[config.mk]
export PLATFORM = sky130hd
export DESIGN_NAME = pwm_duty_to_pcm_sampler
export DESIGN_NICKNAME = d
export VERILOG_FILES = /design/src/rtl/pds_pkg.sv /design/src/rtl/pds_ctrl.sv /design/src/rtl/pds_datapath.sv /design/src/rtl/pwm_duty_to_pcm_sampler.sv
export SDC_FILE = /design/constraint.sdc
export NUM_CORES = 2
export LEC_CHECK = 0
export BUFFER_PORTS_ARGS = -buffer_cell sky130_fd_sc_hd__buf_2
export CAP_MARGIN = 20
export CORE_MARGIN = 3
export CORE_UTILIZATION = 30
export CTS_CLUSTER_SIZE = 24
export DETAILED_ROUTE_END_ITERATION = 16
export HOLD_SLACK_MARGIN = 0.12
export PLACE_DENSITY = 0.52
export SLEW_MARGIN = 20
export SYNTH_ARGS = -nofsm -noshare
export SYNTH_HDL_FRONTEND = slang
export SYNTH_HIERARCHICAL = 1
export SYNTH_SLANG_ARGS = --single-unit
[constraint.sdc]
create_clock -name clk -period 6.8 [get_ports clk]
set_input_delay 1.02 -clock clk [delete_from_list [all_inputs] [get_ports clk]]
set_output_delay 1.02 -clock clk [all_outputs]
set_load 0.02 [all_outputs]
[src/rtl/pds_pkg.sv]
// Shared types, codes and constants of the PWM duty-cycle to PCM sampler.
`default_nettype none

package pds_pkg;

  localparam int unsigned TIME_W     = 48;
  localparam int unsigned ACC_W      = 49;
  localparam int unsigned WIN_W      = 24;
  localparam int unsigned AMP_W      = 8;
  localparam int unsigned PROD_W     = WIN_W + AMP_W;
  localparam int unsigned SAMPLE_W   = 8;
  localparam int unsigned INDEX_W    = 12;
  localparam int unsigned CMD_W      = 2;
  localparam int unsigned DIV_STEPS  = AMP_W;
  localparam int unsigned DIV_CNT_W  = $clog2(DIV_STEPS);

  localparam int unsigned S_TDATA_W  = 56;
  localparam int unsigned S_TUSER_W  = CMD_W;
  localparam int unsigned M_TDATA_W  = 32;
  localparam int unsigned CFG_ADDR_W = 2;
  localparam int unsigned CFG_DATA_W = WIN_W;

  localparam int unsigned RING_SAMPLES_DEF = 4096;
  localparam int unsigned PLAY_BANKS_DEF   = 4;
  localparam int unsigned BANK_SAMPLES_DEF = 512;

  localparam logic [CMD_W-1:0] CMD_LEFT  = 2'd0;
  localparam logic [CMD_W-1:0] CMD_RIGHT = 2'd1;
  localparam logic [CMD_W-1:0] CMD_POLL  = 2'd2;

  localparam logic [CFG_ADDR_W-1:0] REG_ENABLED   = 2'd0;
  localparam logic [CFG_ADDR_W-1:0] REG_WINDOW    = 2'd1;
  localparam logic [CFG_ADDR_W-1:0] REG_AMPLITUDE = 2'd2;

  localparam logic             ENABLED_RST   = 1'b1;
  localparam logic [WIN_W-1:0] WINDOW_RST    = 24'd1000;
  localparam logic [AMP_W-1:0] AMPLITUDE_RST = 8'd84;

  typedef enum logic [2:0] {
    ST_IDLE,
    ST_EXEC,
    ST_CLOSE,
    ST_CLAMP,
    ST_MUL,
    ST_DIV,
    ST_OUT
  } pds_state_t;

  typedef struct packed {
    logic capture;
    logic line_upd;
    logic wend_load;
    logic close;
    logic clamp;
    logic mul;
    logic div_step;
    logic load_out;
  } pds_cmd_t;

  typedef struct packed {
    logic             enabled;
    logic [CMD_W-1:0] command;
    logic             poll_due;
  } pds_status_t;

endpackage

`default_nettype wire

[src/rtl/pds_ctrl.sv]
// Sequencing state machine of the sampler: accept, update, close, clamp, multiply, divide, emit.
`default_nettype none

module pds_ctrl (
  input  wire logic                 clk,
  input  wire logic                 rst,
  input  wire logic                 s_tvalid,
  output logic                      s_tready,
  output logic                      m_tvalid,
  input  wire logic                 m_tready,
  input  wire pds_pkg::pds_status_t status,
  output pds_pkg::pds_cmd_t         cmd
);

  pds_pkg::pds_state_t                state, state_next;
  logic [pds_pkg::DIV_CNT_W-1:0]      div_cnt, div_cnt_next;
  logic                               out_valid, out_valid_next;

  always_ff @(posedge clk) begin
    if (rst) begin
      state     <= pds_pkg::ST_IDLE;
      div_cnt   <= '0;
      out_valid <= 1'b0;
    end else begin
      state     <= state_next;
      div_cnt   <= div_cnt_next;
      out_valid <= out_valid_next;
    end
  end

  always_comb begin
    state_next   = state;
    div_cnt_next = div_cnt;
    cmd          = '0;
    s_tready     = 1'b0;
    out_valid_next = out_valid && !m_tready;
    case (state)
      pds_pkg::ST_IDLE: begin
        s_tready    = 1'b1;
        cmd.capture = s_tvalid;
        if (s_tvalid) begin
          state_next = pds_pkg::ST_EXEC;
        end
      end
      pds_pkg::ST_EXEC: begin
        cmd.wend_load = 1'b1;
        state_next    = pds_pkg::ST_IDLE;
        if (status.enabled) begin
          if (status.command == pds_pkg::CMD_LEFT || status.command == pds_pkg::CMD_RIGHT) begin
            cmd.line_upd = 1'b1;
          end else if (status.command == pds_pkg::CMD_POLL && status.poll_due) begin
            state_next = pds_pkg::ST_CLOSE;
          end
        end
      end
      pds_pkg::ST_CLOSE: begin
        cmd.close  = 1'b1;
        state_next = pds_pkg::ST_CLAMP;
      end
      pds_pkg::ST_CLAMP: begin
        cmd.clamp  = 1'b1;
        state_next = pds_pkg::ST_MUL;
      end
      pds_pkg::ST_MUL: begin
        cmd.mul      = 1'b1;
        div_cnt_next = pds_pkg::DIV_CNT_W'(pds_pkg::DIV_STEPS - 1);
        state_next   = pds_pkg::ST_DIV;
      end
      pds_pkg::ST_DIV: begin
        cmd.div_step = 1'b1;
        div_cnt_next = div_cnt - 1'b1;
        if (div_cnt == '0) begin
          state_next = pds_pkg::ST_OUT;
        end
      end
      pds_pkg::ST_OUT: begin
        if (!out_valid || m_tready) begin
          cmd.load_out   = 1'b1;
          out_valid_next = 1'b1;
          state_next     = pds_pkg::ST_IDLE;
        end
      end
      default: begin
        state_next = pds_pkg::ST_IDLE;
      end
    endcase
  end

  assign m_tvalid = out_valid;

endmodule

`default_nettype wire

[src/rtl/pds_datapath.sv]
// Datapath of the sampler: config registers, line state, accumulators, divider, output word.
`default_nettype none

module pds_datapath #(
  parameter int unsigned RING_SAMPLES = pds_pkg::RING_SAMPLES_DEF,
  parameter int unsigned PLAY_BANKS   = pds_pkg::PLAY_BANKS_DEF,
  parameter int unsigned BANK_SAMPLES = pds_pkg::BANK_SAMPLES_DEF
) (
  input  wire logic                            clk,
  input  wire logic                            rst,
  input  wire logic [pds_pkg::S_TDATA_W-1:0]   s_tdata,
  input  wire logic [pds_pkg::S_TUSER_W-1:0]   s_tuser,
  output logic      [pds_pkg::M_TDATA_W-1:0]   m_tdata,
  input  wire logic                            cfg_we,
  input  wire logic [pds_pkg::CFG_ADDR_W-1:0]  cfg_addr,
  input  wire logic [pds_pkg::CFG_DATA_W-1:0]  cfg_wdata,
  input  wire pds_pkg::pds_cmd_t               cmd,
  output pds_pkg::pds_status_t                 status
);

  localparam int unsigned PTR_W   = $clog2(RING_SAMPLES);
  localparam int unsigned PTR_RST = (PLAY_BANKS * BANK_SAMPLES) % RING_SAMPLES;
  localparam int unsigned TW = pds_pkg::TIME_W;
  localparam int unsigned AW = pds_pkg::ACC_W;
  localparam int unsigned WW = pds_pkg::WIN_W;
  localparam int unsigned MW = pds_pkg::AMP_W;
  localparam int unsigned SW = pds_pkg::SAMPLE_W;

  localparam logic signed [AW-1:0] ACC_MAX = {1'b0, {(AW-1){1'b1}}};
  localparam logic signed [AW-1:0] ACC_MIN = {1'b1, {(AW-1){1'b0}}};

  function automatic logic signed [AW-1:0] sat_add(input logic signed [AW-1:0] acc,
                                                   input logic signed [AW:0]   d);
    logic signed [AW:0] s;
    s = {acc[AW-1], acc} + d;
    case (s[AW:AW-1])
      2'b01:   sat_add = ACC_MAX;
      2'b10:   sat_add = ACC_MIN;
      default: sat_add = s[AW-1:0];
    endcase
  endfunction

  function automatic logic [WW-1:0] clamp_high(input logic signed [AW-1:0] acc,
                                               input logic [WW-1:0]        win);
    if (acc[AW-1]) begin
      clamp_high = '0;
    end else if (acc > $signed({{(AW-WW){1'b0}}, win})) begin
      clamp_high = win;
    end else begin
      clamp_high = acc[WW-1:0];
    end
  endfunction

  logic                          enabled;
  logic [WW-1:0]                 window_ticks;
  logic [MW-1:0]                 amplitude;
  logic                          left_high, right_high;
  logic [TW-1:0]                 left_edge, right_edge;
  logic signed [AW-1:0]          left_acc, right_acc;
  logic [TW-1:0]                 window_start;
  logic [PTR_W-1:0]              wptr;

  logic [pds_pkg::CMD_W-1:0]     cmd_r;
  logic                          level_r;
  logic [TW-1:0]                 now_r;
  logic [TW:0]                   wend;
  logic [WW-1:0]                 h_l, h_r;
  logic [WW-1:0]                 rem_l, rem_r;
  logic [MW-1:0]                 lo_l, lo_r;
  logic [MW-1:0]                 quo_l, quo_r;
  logic [pds_pkg::INDEX_W-1:0]   idx_r;
  logic                          resync_r;

  logic [WW-1:0]                 win_eff;
  logic [TW:0]                   wend_comb;
  logic signed [AW:0]            line_d_l, line_d_r, close_d_l, close_d_r;
  logic [pds_pkg::PROD_W-1:0]    prod_l, prod_r;
  logic [WW:0]                   t_l, t_r;
  logic                          ge_l, ge_r;
  logic [TW+1:0]                 lag_end;
  logic [MW-1:0]                 offset;
  logic [SW:0]                   sum_l, sum_r;
  logic [SW-1:0]                 smp_l, smp_r;
  logic [PTR_W-1:0]              wptr_next;

  assign win_eff   = (window_ticks == '0) ? WW'(1) : window_ticks;
  assign wend_comb = {1'b0, window_start} + {{(TW+1-WW){1'b0}}, win_eff};
  assign line_d_l  = $signed({2'b00, now_r} - {2'b00, left_edge});
  assign line_d_r  = $signed({2'b00, now_r} - {2'b00, right_edge});
  assign close_d_l = $signed({1'b0, wend} - {2'b00, left_edge});
  assign close_d_r = $signed({1'b0, wend} - {2'b00, right_edge});
  assign prod_l    = {{MW{1'b0}}, h_l} * {{WW{1'b0}}, amplitude};
  assign prod_r    = {{MW{1'b0}}, h_r} * {{WW{1'b0}}, amplitude};
  assign t_l       = {rem_l, lo_l[MW-1]};
  assign t_r       = {rem_r, lo_r[MW-1]};
  assign ge_l      = t_l >= {1'b0, win_eff};
  assign ge_r      = t_r >= {1'b0, win_eff};
  assign lag_end   = {2'b00, window_start} + {{(TW+1-WW){1'b0}}, win_eff, 1'b0};
  assign offset    = (MW'(255) - amplitude) >> 1;
  assign sum_l     = {1'b0, offset} + {1'b0, quo_l};
  assign sum_r     = {1'b0, offset} + {1'b0, quo_r};
  assign smp_l     = sum_l[SW] ? {SW{1'b1}} : sum_l[SW-1:0];
  assign smp_r     = sum_r[SW] ? {SW{1'b1}} : sum_r[SW-1:0];
  assign wptr_next = (wptr == PTR_W'(RING_SAMPLES - 1)) ? '0 : wptr + 1'b1;

  assign status.enabled  = enabled;
  assign status.command  = cmd_r;
  assign status.poll_due = {1'b0, now_r} >= wend_comb;

  always_ff @(posedge clk) begin
    if (rst) begin
      enabled      <= pds_pkg::ENABLED_RST;
      window_ticks <= pds_pkg::WINDOW_RST;
      amplitude    <= pds_pkg::AMPLITUDE_RST;
      left_high    <= 1'b0;
      right_high   <= 1'b0;
      left_edge    <= '0;
      right_edge   <= '0;
      left_acc     <= '0;
      right_acc    <= '0;
      window_start <= '0;
      wptr         <= PTR_W'(PTR_RST);
    end else begin
      if (cfg_we) begin
        case (cfg_addr)
          pds_pkg::REG_ENABLED:   enabled      <= cfg_wdata[0];
          pds_pkg::REG_WINDOW:    window_ticks <= cfg_wdata[WW-1:0];
          pds_pkg::REG_AMPLITUDE: amplitude    <= cfg_wdata[MW-1:0];
          default: ;
        endcase
      end
      if (cmd.line_upd) begin
        if (cmd_r == pds_pkg::CMD_LEFT) begin
          left_high <= level_r;
          if (level_r) begin
            left_edge <= now_r;
          end else begin
            left_acc <= sat_add(left_acc, line_d_l);
          end
        end else begin
          right_high <= level_r;
          if (level_r) begin
            right_edge <= now_r;
          end else begin
            right_acc <= sat_add(right_acc, line_d_r);
          end
        end
      end
      if (cmd.close) begin
        if (left_high && wend > {1'b0, left_edge}) begin
          left_acc  <= sat_add(left_acc, close_d_l);
          left_edge <= wend[TW-1:0];
        end
        if (right_high && wend > {1'b0, right_edge}) begin
          right_acc  <= sat_add(right_acc, close_d_r);
          right_edge <= wend[TW-1:0];
        end
      end
      if (cmd.clamp) begin
        left_acc     <= '0;
        right_acc    <= '0;
        window_start <= wend[TW] ? {TW{1'b1}} : wend[TW-1:0];
        wptr         <= wptr_next;
      end
      if (cmd.mul && lag_end < {2'b00, now_r}) begin
        window_start <= now_r;
      end
    end
  end

  always_ff @(posedge clk) begin
    if (cmd.capture) begin
      cmd_r   <= s_tuser;
      level_r <= s_tdata[0];
      now_r   <= s_tdata[TW:1];
    end
    if (cmd.wend_load) begin
      wend <= wend_comb;
    end
    if (cmd.clamp) begin
      h_l   <= clamp_high(left_acc, win_eff);
      h_r   <= clamp_high(right_acc, win_eff);
      idx_r <= pds_pkg::INDEX_W'(wptr);
    end
    if (cmd.mul) begin
      rem_l    <= prod_l[pds_pkg::PROD_W-1:MW];
      lo_l     <= prod_l[MW-1:0];
      rem_r    <= prod_r[pds_pkg::PROD_W-1:MW];
      lo_r     <= prod_r[MW-1:0];
      resync_r <= lag_end < {2'b00, now_r};
    end
    if (cmd.div_step) begin
      rem_l <= ge_l ? WW'(t_l - {1'b0, win_eff}) : t_l[WW-1:0];
      lo_l  <= {lo_l[MW-2:0], 1'b0};
      quo_l <= {quo_l[MW-2:0], ge_l};
      rem_r <= ge_r ? WW'(t_r - {1'b0, win_eff}) : t_r[WW-1:0];
      lo_r  <= {lo_r[MW-2:0], 1'b0};
      quo_r <= {quo_r[MW-2:0], ge_r};
    end
    if (cmd.load_out) begin
      m_tdata <= {3'b000, resync_r, idx_r, smp_r, smp_l};
    end
  end

endmodule

`default_nettype wire

[src/rtl/pwm_duty_to_pcm_sampler.sv]
// Top level of the PWM duty-cycle to PCM sampler: controller plus datapath.
//
// Input stream: one word per line change or sample poll. tuser carries the
// command (left change, right change, poll); tdata carries the new level and
// the 48-bit tick time. Output stream: one stereo PCM word for each poll that
// closes a sample window; polls before the window end and all words while
// disabled give nothing.
// One word is in work at a time. A line change passes the execute state and
// returns to ready; a poll that closes a window steps through close, clamp,
// multiply, the 8-step restoring divider that scales the high time by the
// window length, and the output load.
// The result sits in an output register, so the next input word is taken
// while it waits; a poll finishing while that register is still full holds
// in its last step until the receiver takes the old word.
// Reset (synchronous, active high) restores register defaults, clears line
// state and accumulators, and drops any pending output word.
// Configuration writes (enable, window ticks, amplitude) take effect at once;
// the user must make them only while no word is in work, as the block does not enforce it.
`default_nettype none

module pwm_duty_to_pcm_sampler #(
  parameter int unsigned RING_SAMPLES = pds_pkg::RING_SAMPLES_DEF,
  parameter int unsigned PLAY_BANKS   = pds_pkg::PLAY_BANKS_DEF,
  parameter int unsigned BANK_SAMPLES = pds_pkg::BANK_SAMPLES_DEF
) (
  input  wire logic                            clk,
  input  wire logic                            rst,
  input  wire logic                            s_tvalid,
  output logic                                 s_tready,
  // [0] level, [48:1] now, [55:49] zero
  input  wire logic [pds_pkg::S_TDATA_W-1:0]   s_tdata,
  // [1:0] command
  input  wire logic [pds_pkg::S_TUSER_W-1:0]   s_tuser,
  output logic                                 m_tvalid,
  input  wire logic                            m_tready,
  // [7:0] left_sample, [15:8] right_sample, [27:16] write_index, [28] resynced, [31:29] zero
  output logic      [pds_pkg::M_TDATA_W-1:0]   m_tdata,
  input  wire logic                            cfg_we,
  input  wire logic [pds_pkg::CFG_ADDR_W-1:0]  cfg_addr,
  input  wire logic [pds_pkg::CFG_DATA_W-1:0]  cfg_wdata
);

  pds_pkg::pds_cmd_t    cmd;
  pds_pkg::pds_status_t status;

  pds_ctrl u_ctrl (
    .clk      (clk),
    .rst      (rst),
    .s_tvalid (s_tvalid),
    .s_tready (s_tready),
    .m_tvalid (m_tvalid),
    .m_tready (m_tready),
    .status   (status),
    .cmd      (cmd)
  );

  pds_datapath #(
    .RING_SAMPLES (RING_SAMPLES),
    .PLAY_BANKS   (PLAY_BANKS),
    .BANK_SAMPLES (BANK_SAMPLES)
  ) u_datapath (
    .clk       (clk),
    .rst       (rst),
    .s_tdata   (s_tdata),
    .s_tuser   (s_tuser),
    .m_tdata   (m_tdata),
    .cfg_we    (cfg_we),
    .cfg_addr  (cfg_addr),
    .cfg_wdata (cfg_wdata),
    .cmd       (cmd),
    .status    (status)
  );

endmodule

`default_nettype wire

* After elaboration in Yosys (flattened, before gate mapping)
Index checks and enable logic that the tools add are counted.
** Word-level totals
- Bits in registers :: 566
- Input port bits :: 89
- Output and inout bits :: 34
- Word-level logic and storage cells :: 169
** Cells by class
- Add/subtract/negate cells :: 17
- Multiply operators :: 2
- Order comparisons :: 8
- Equality and inequality tests :: 22
- Mux-type cells :: 62
- Bitwise logic cells :: 1
- Reductions and logical operators :: 24
** Operators by type and width (number)
- 2-to-1 mux 48 bit :: 13
- 2-to-1 mux 49 bit :: 10
- one-hot mux 49 bit (2 select lines) :: 4
- 2-to-1 mux 24 bit :: 9
- adder 50 bit :: 4
- subtractor 49 x 48 -> 50 bit :: 2
- > comparator 49 x 25 -> 1 bit :: 2
- > comparator 49 x 48 -> 1 bit :: 2
- subtractor 48 x 48 -> 49 bit :: 2
- multiplier 24 x 8 -> 32 bit :: 2
- >= comparator 25 x 24 -> 1 bit :: 2
- less-than comparator 50 x 48 -> 1 bit :: 1
- adder 48 x 24 -> 49 bit :: 1
- adder 48 x 25 -> 49 bit :: 1
- >= comparator 48 x 49 -> 1 bit :: 1
- subtractor 24 bit :: 2
- 2-to-1 mux 8 bit :: 4
- zero test 24 bit :: 1
- one-hot mux 3 bit (7 select lines) :: 1
- adder 7 x 8 -> 9 bit :: 2
- adder 12 x 1 -> 12 bit, second input constant :: 1
- == test 12 bit, second input constant :: 1
- == test 2 x 1 -> 1 bit, second input constant :: 6
- == test 2 bit, second input constant :: 6
- 22 further kinds :: 56

* Depth between registers and ports, before layout
- Depth in word-level cells :: 9
- Gate-level depth with buffers :: 35
- Mapped depth without buffers :: 34

* Cells and area by module
The synthesis kept the hierarchy.
** Modules (own cells, without submodules)
- pds_datapath :: times used 1, cells an instance 7815, area an instance 64634.5 um^2, seq. area each 13873.3 um^2
- pds_ctrl :: times used 1, cells an instance 51, area an instance 431.7 um^2, seq. area each 140.1 um^2

* Least setup slack after synthesis
Ideal clock, no wire load.
- Path type :: register -> register
- Start point :: register u_datapath.now_r[0]
- End point :: register u_datapath.left_acc[13]
- Setup time :: 0.119 ns
- Arrival :: 6.416 ns
- Data required time :: 6.681 ns
- Path slack :: 0.265 ns
- Stages on the path, launching flop included :: 33
- Buffers on the path :: 2
- Period minus slack after synthesis :: 6.535 ns
- Cell sequence :: edfxtp_1 inv_1 ha_1 inv_1 fa_1 a211oi_1 o21bai_1 o41a_1 o31ai_1 o211ai_1 a21oi_1 nor2_1 a21oi_1 nor2b_1 o21ai_0 a21boi_0 ha_1 clkbuf_1 nand4_1 or3_1 or3_1 o31ai_1 a21oi_1 a21oi_1 o21ai_0 a31o_2 ha_1 inv_1 nand2_1 clkbuf_1 o311a_1 a21oi_1 o221a_2
** On the way
- Word-level cells in the longest chain between the ends :: 9
- Elaborated cells on any way between the ends :: 10
- Classes of those cells :: add/sub: 2; eq/ne: 2; mux: 6
** RTL lines
- start, declared :: line pds_datapath.sv:65 : logic [TW-1:0] now_r;
- start signal, assigned :: line pds_datapath.sv:175 : now_r <= s_tdata[TW:1];
- subtractor 48 x 48 -> 49 bit * :: line pds_datapath.sv:88 : assign line_d_l = $signed({2'b00, now_r} - {2'b00, left_edge});
- adder 50 bit * :: line pds_datapath.sv:35 : s = {acc[AW-1], acc} + d;
- == test 2 bit or == test 2 x 1 -> 1 bit (tied branches) :: line pds_datapath.sv:36 : case (s[AW:AW-1])
- one-hot mux 49 bit (2 select lines) * :: line pds_datapath.sv:36
- 2-to-1 mux 49 bit * :: line pds_datapath.sv:135 : if (level_r) begin
- 2-to-1 mux 49 bit * :: line pds_datapath.sv:133 : if (cmd_r == pds_pkg::CMD_LEFT) begin
- 2-to-1 mux 49 bit * :: line pds_datapath.sv:132 : if (cmd.line_upd) begin
- 2-to-1 mux 49 bit :: line pds_datapath.sv:150 : if (left_high && wend > {1'b0, left_edge}) begin
- 2-to-1 mux 49 bit * :: line pds_datapath.sv:149 : if (cmd.close) begin
- end signal, assigned :: line pds_datapath.sv:138 : left_acc <= sat_add(left_acc, line_d_l);
- end signal, assigned :: line pds_datapath.sv:151 : left_acc <= sat_add(left_acc, close_d_l);
- end, declared :: line pds_datapath.sv:59 : logic signed [AW-1:0] left_acc, right_acc;
Every way passes the cells marked *; elsewhere a longest branch is shown, timed or not.
A chain may end at the register's enable or synchronous reset.

* Final worst setup path
- Start point :: register u_datapath.now_r[0]
- End point :: register u_datapath.left_acc[15]
Same word-level chain as after synthesis.

==> impl_results.md <==
* Max-slew headroom at 24.2%
* Post-synth EDFFs at 268
* GR Layer Usage met2 at 35.6%
* Post-synthesis sequential area ratio at 21.5%
* Die Height at 472 um
* Bufs on Longest Clock Path at 3
* Ys Warns at 6
* Hold Path Sink: u_datapath/m_tdata[24]
* CP Launch Type: flop
* Final period util at 103%
* FF+latch count, synth at 566
* Site row count at 170
* Vias post-DR at 60.2k
* Routed WL at 253000 um
* Critical Path Sink Type: flop
* Clock root cell: clkbuf_16
* Cts bufs inserted at 74
* Failing checks: setup timing
* Port Buffer Count at 112
* Pwr Density at 181 mW/mm^2
* Worst skew pair latency at 0.71 ns
* Largest net degree at the start of global routing at 97
* Crit-path max FO at 6
* Router iterations before antenna repair at 6
* Detail Placement HPWL at 205000 um
* Total track usage at 21.9%
* Via/cell ratio at 5.30
* Data required, critical path at 7.42 ns
* Pre-CTS WS at -0.690 ns
* Worst hold path cell count at 0
* Vias in the first global route at 58.2k
* Yosys cell types at 95
* Worst min path class: reg2reg
* Final std cells w/o fill at 11.4k
* Area growth syn-to-layout at 19.4%
* Drt drc at 0
* Setup slack, reg-to-reg at -0.19 ns
* Hold path start: u_datapath/idx_r[8]
* DR WL/cell at 22.3 um
* Die footprint at 0.223 mm^2
* Min Tclk post-route at 6.99 ns
* Slew Limit Fails at 0
* Fin worst setup slack at -0.185 ns
* Syn Std Cell Area at 0.0651 mm^2
* Final setup vio count at 42
* Crit Reg-Reg Endpoint: u_datapath/left_acc[15]
* Post-route ant nets at 0
* Core area at 0.215 mm^2
* Crit-path max cell delay at 0.43 ns
* P_leak at 34.8 nW
* Syn_area_per_cell at 8.27 um^2
* Ports at 123
* Synth Instances at 7866
* Initial antenna violation count at 10
* Sink Count at 566
* Worst vdd ir at 0.180 mV
* Htree depth at 3
* Total gr overflow at 0
* Most used flip-flop cell after synthesis: dfxtp_1
* GR peak layer: met2
* Worst R2R Start: u_datapath/now_r[0]
* CP most frequent cell: buf_4
* Worst Reg-to-Reg Cells at 35
* Initial core utilization at 30.3%
* GR Layer Usage met3 at 2.86%
* Critical path's slowest cell: or3_4
* First-pass GRT wire length at 372000 um
* Layout cells sized above 1 at 14.8%
* Final hold vios at 0
* Critical path type: reg2reg
* Tightest Pin Transition at 1.14 ns
* Highest Clock Rate at 0.143 GHz
* Max-cap viol count at 0
* Outcome: finished with violations
* RSZ-0062 raised after global routing: true
* Worst-path clk slew at 0.06 ns
* Met1 GRT Util at 29.5%
* Layout Skew at 0.0287 ns
* Placed insts at 11.2k
* Final #Nets at 9693
* Layout filler cell count at 22.3k
* Die Wd at 472 um
* Worst EP arrival at 7.61 ns
* Gpl congestion at 0.980
* CTS tree: built
* Initial drt markers at 4769
* Post-synthesis async set-or-reset flop share at 0%
## sequential cells by signal (all words and copies together) (netlist names), 12 cells and up
name / cells
u_datapath/h_l: 24
u_datapath/right_acc: 49
u_datapath/rem_l: 24
u_datapath/wptr: 12
u_datapath/wend: 49
u_datapath/left_acc: 49
u_datapath/window_start: 48
u_datapath/idx_r: 12
u_datapath/m_tdata: 29
u_datapath/left_edge: 48
u_datapath/right_edge: 48
u_datapath/h_r: 24
u_datapath/rem_r: 24
u_datapath/now_r: 48
u_datapath/window_ticks: 24
## metrics by stage
stage                     setup TNS (ns)  utilization (%)  area [um^2]  hold WS (ns)  total power, mW
final                              -3.28             36.1        77700         0.418             14.1
after global routing              -27.08             36.1        77700         0.430             14.9
after CTS                          -5.59             35.6        76600         0.419             13.9
after detailed placement          -47.65             34.1        73300         0.405             9.51
after global placement            -42.75             34.1        73300         0.402             9.47
after floorplan                        0                -        65100         0.400             7.59
## routing by layer
layer	vias up	wire length, um
met1	29400	114000
met5	-	0
met2	1729	115000
met3	354	13700
met4	0	11400
li1	28700	-
## power by group
group          switching, mW  internal (mW)  leakage [nW]
Sequential             0.137           3.73          4.86
Clock                   1.78           2.50          1.25
Combinational           3.45           2.48          28.7
## cells in the mapped netlist (all sizes together), types with 268 or more instances
cell type / number / share of area (%)
edfxtp: 268 / 12
xnor2: 288 / 3.9
a21oi: 728 / 5.6
ha: 760 / 15
inv: 911 / 5.3
a21o: 283 / 3.3
nor2: 631 / 3.6
fa: 370 / 11
clkbuf: 294 / 1.7
o21ai: 358 / 2.8
dfxtp: 298 / 9.2
nand2: 626 / 3.6
## cells in the final DEF, fill, tap and decap left out, types with 55 or more instances in the layout
cell and count:
nor3_1 105, a21o_1 280, nor2_1 613, a211oi_1 213, dfxtp_1 291, nand2_1 615
o21ai_0 302, inv_1 904, a31oi_1 55, and2_1 186, mux2i_1 116, fa_1 368
buf_4 708, nand3_1 99, edfxtp_1 268, nand4_1 106, o21bai_1 57, xor2_1 174
ha_1 750, clkbuf_16 78, buf_2 112, o21a_1 65, and3_1 56, nor2b_1 77
nand2b_1 87, o31ai_1 65, a21oi_1 669, o22ai_1 59, xnor2_1 282
## cell families (layout without fill, tap and decap cells)
logic type | after synthesis | after routing | share of synthesized area, %
compound gates | 2187 | 2187 | 21.4
xor+xnor | 465 | 465 | 6.26
fa+ha+maj | 1130 | 1130 | 26.0
buf+inv | 1253 | 1919 | 7.33
flops | 566 | 566 | 21.5
mux | 121 | 121 | 1.87
other cells | 1 | 5 | 0.00576
simple gates | 2143 | 2143 | 15.6
## repair_timing
action | 4_1_cts | 5_1_grt
hold buffers | 0 | 0
setup buffers | 20 | 32
pin swaps | 88 | 126
gates resized for setup | 142 | 203
cloned | 3 | 3
setup endpoints to repair | 121 | 150
## worst max path at each step
stage / start / slack (ns) / cells past startpoint / to
4_1_cts: u_datapath/now_r[0] / -0.23 / 36 / u_datapath/left_acc[12]
2_1_floorplan: u_datapath/now_r[0] / 0.27 / 32 / u_datapath/left_acc[13]
5_1_grt: u_datapath/now_r[0] / -0.49 / 38 / u_datapath/left_acc[15]
6_report: u_datapath/now_r[0] / -0.19 / 35 / u_datapath/left_acc[15]
3_5_place_dp: u_datapath/now_r[0] / -0.69 / 35 / u_datapath/left_acc[39]
3_3_place_gp: u_datapath/now_r[0] / -0.62 / 36 / u_datapath/left_acc[9]
## critical path: cells and delay by family, from the launching register on
family,cells,cell delay (ns)
compound gates,17,3.06
xor+xnor,1,0.14
fa+ha+maj,4,1.17
buf+inv,9,1.23
flops,1,0.41
simple gates,4,0.88
## area by class of cell
cell class / instances / area (um^2) / area share (%)
flip-flops and latches: 566 / 14000 / 18.1
clock buffers: 98 / 2100 / 2.70
diodes: 2 / 5.00 / 0.00644
repair buffers: 872 / 6610 / 8.51
clock inverters: 38 / 479 / 0.617
well taps: 2838 / 3550 / 4.57
inverters: 911 / 3420 / 4.41
multi-input cells: 6049 / 47500 / 61.1
Note: power is estimated with default switching activity, not from simulation.
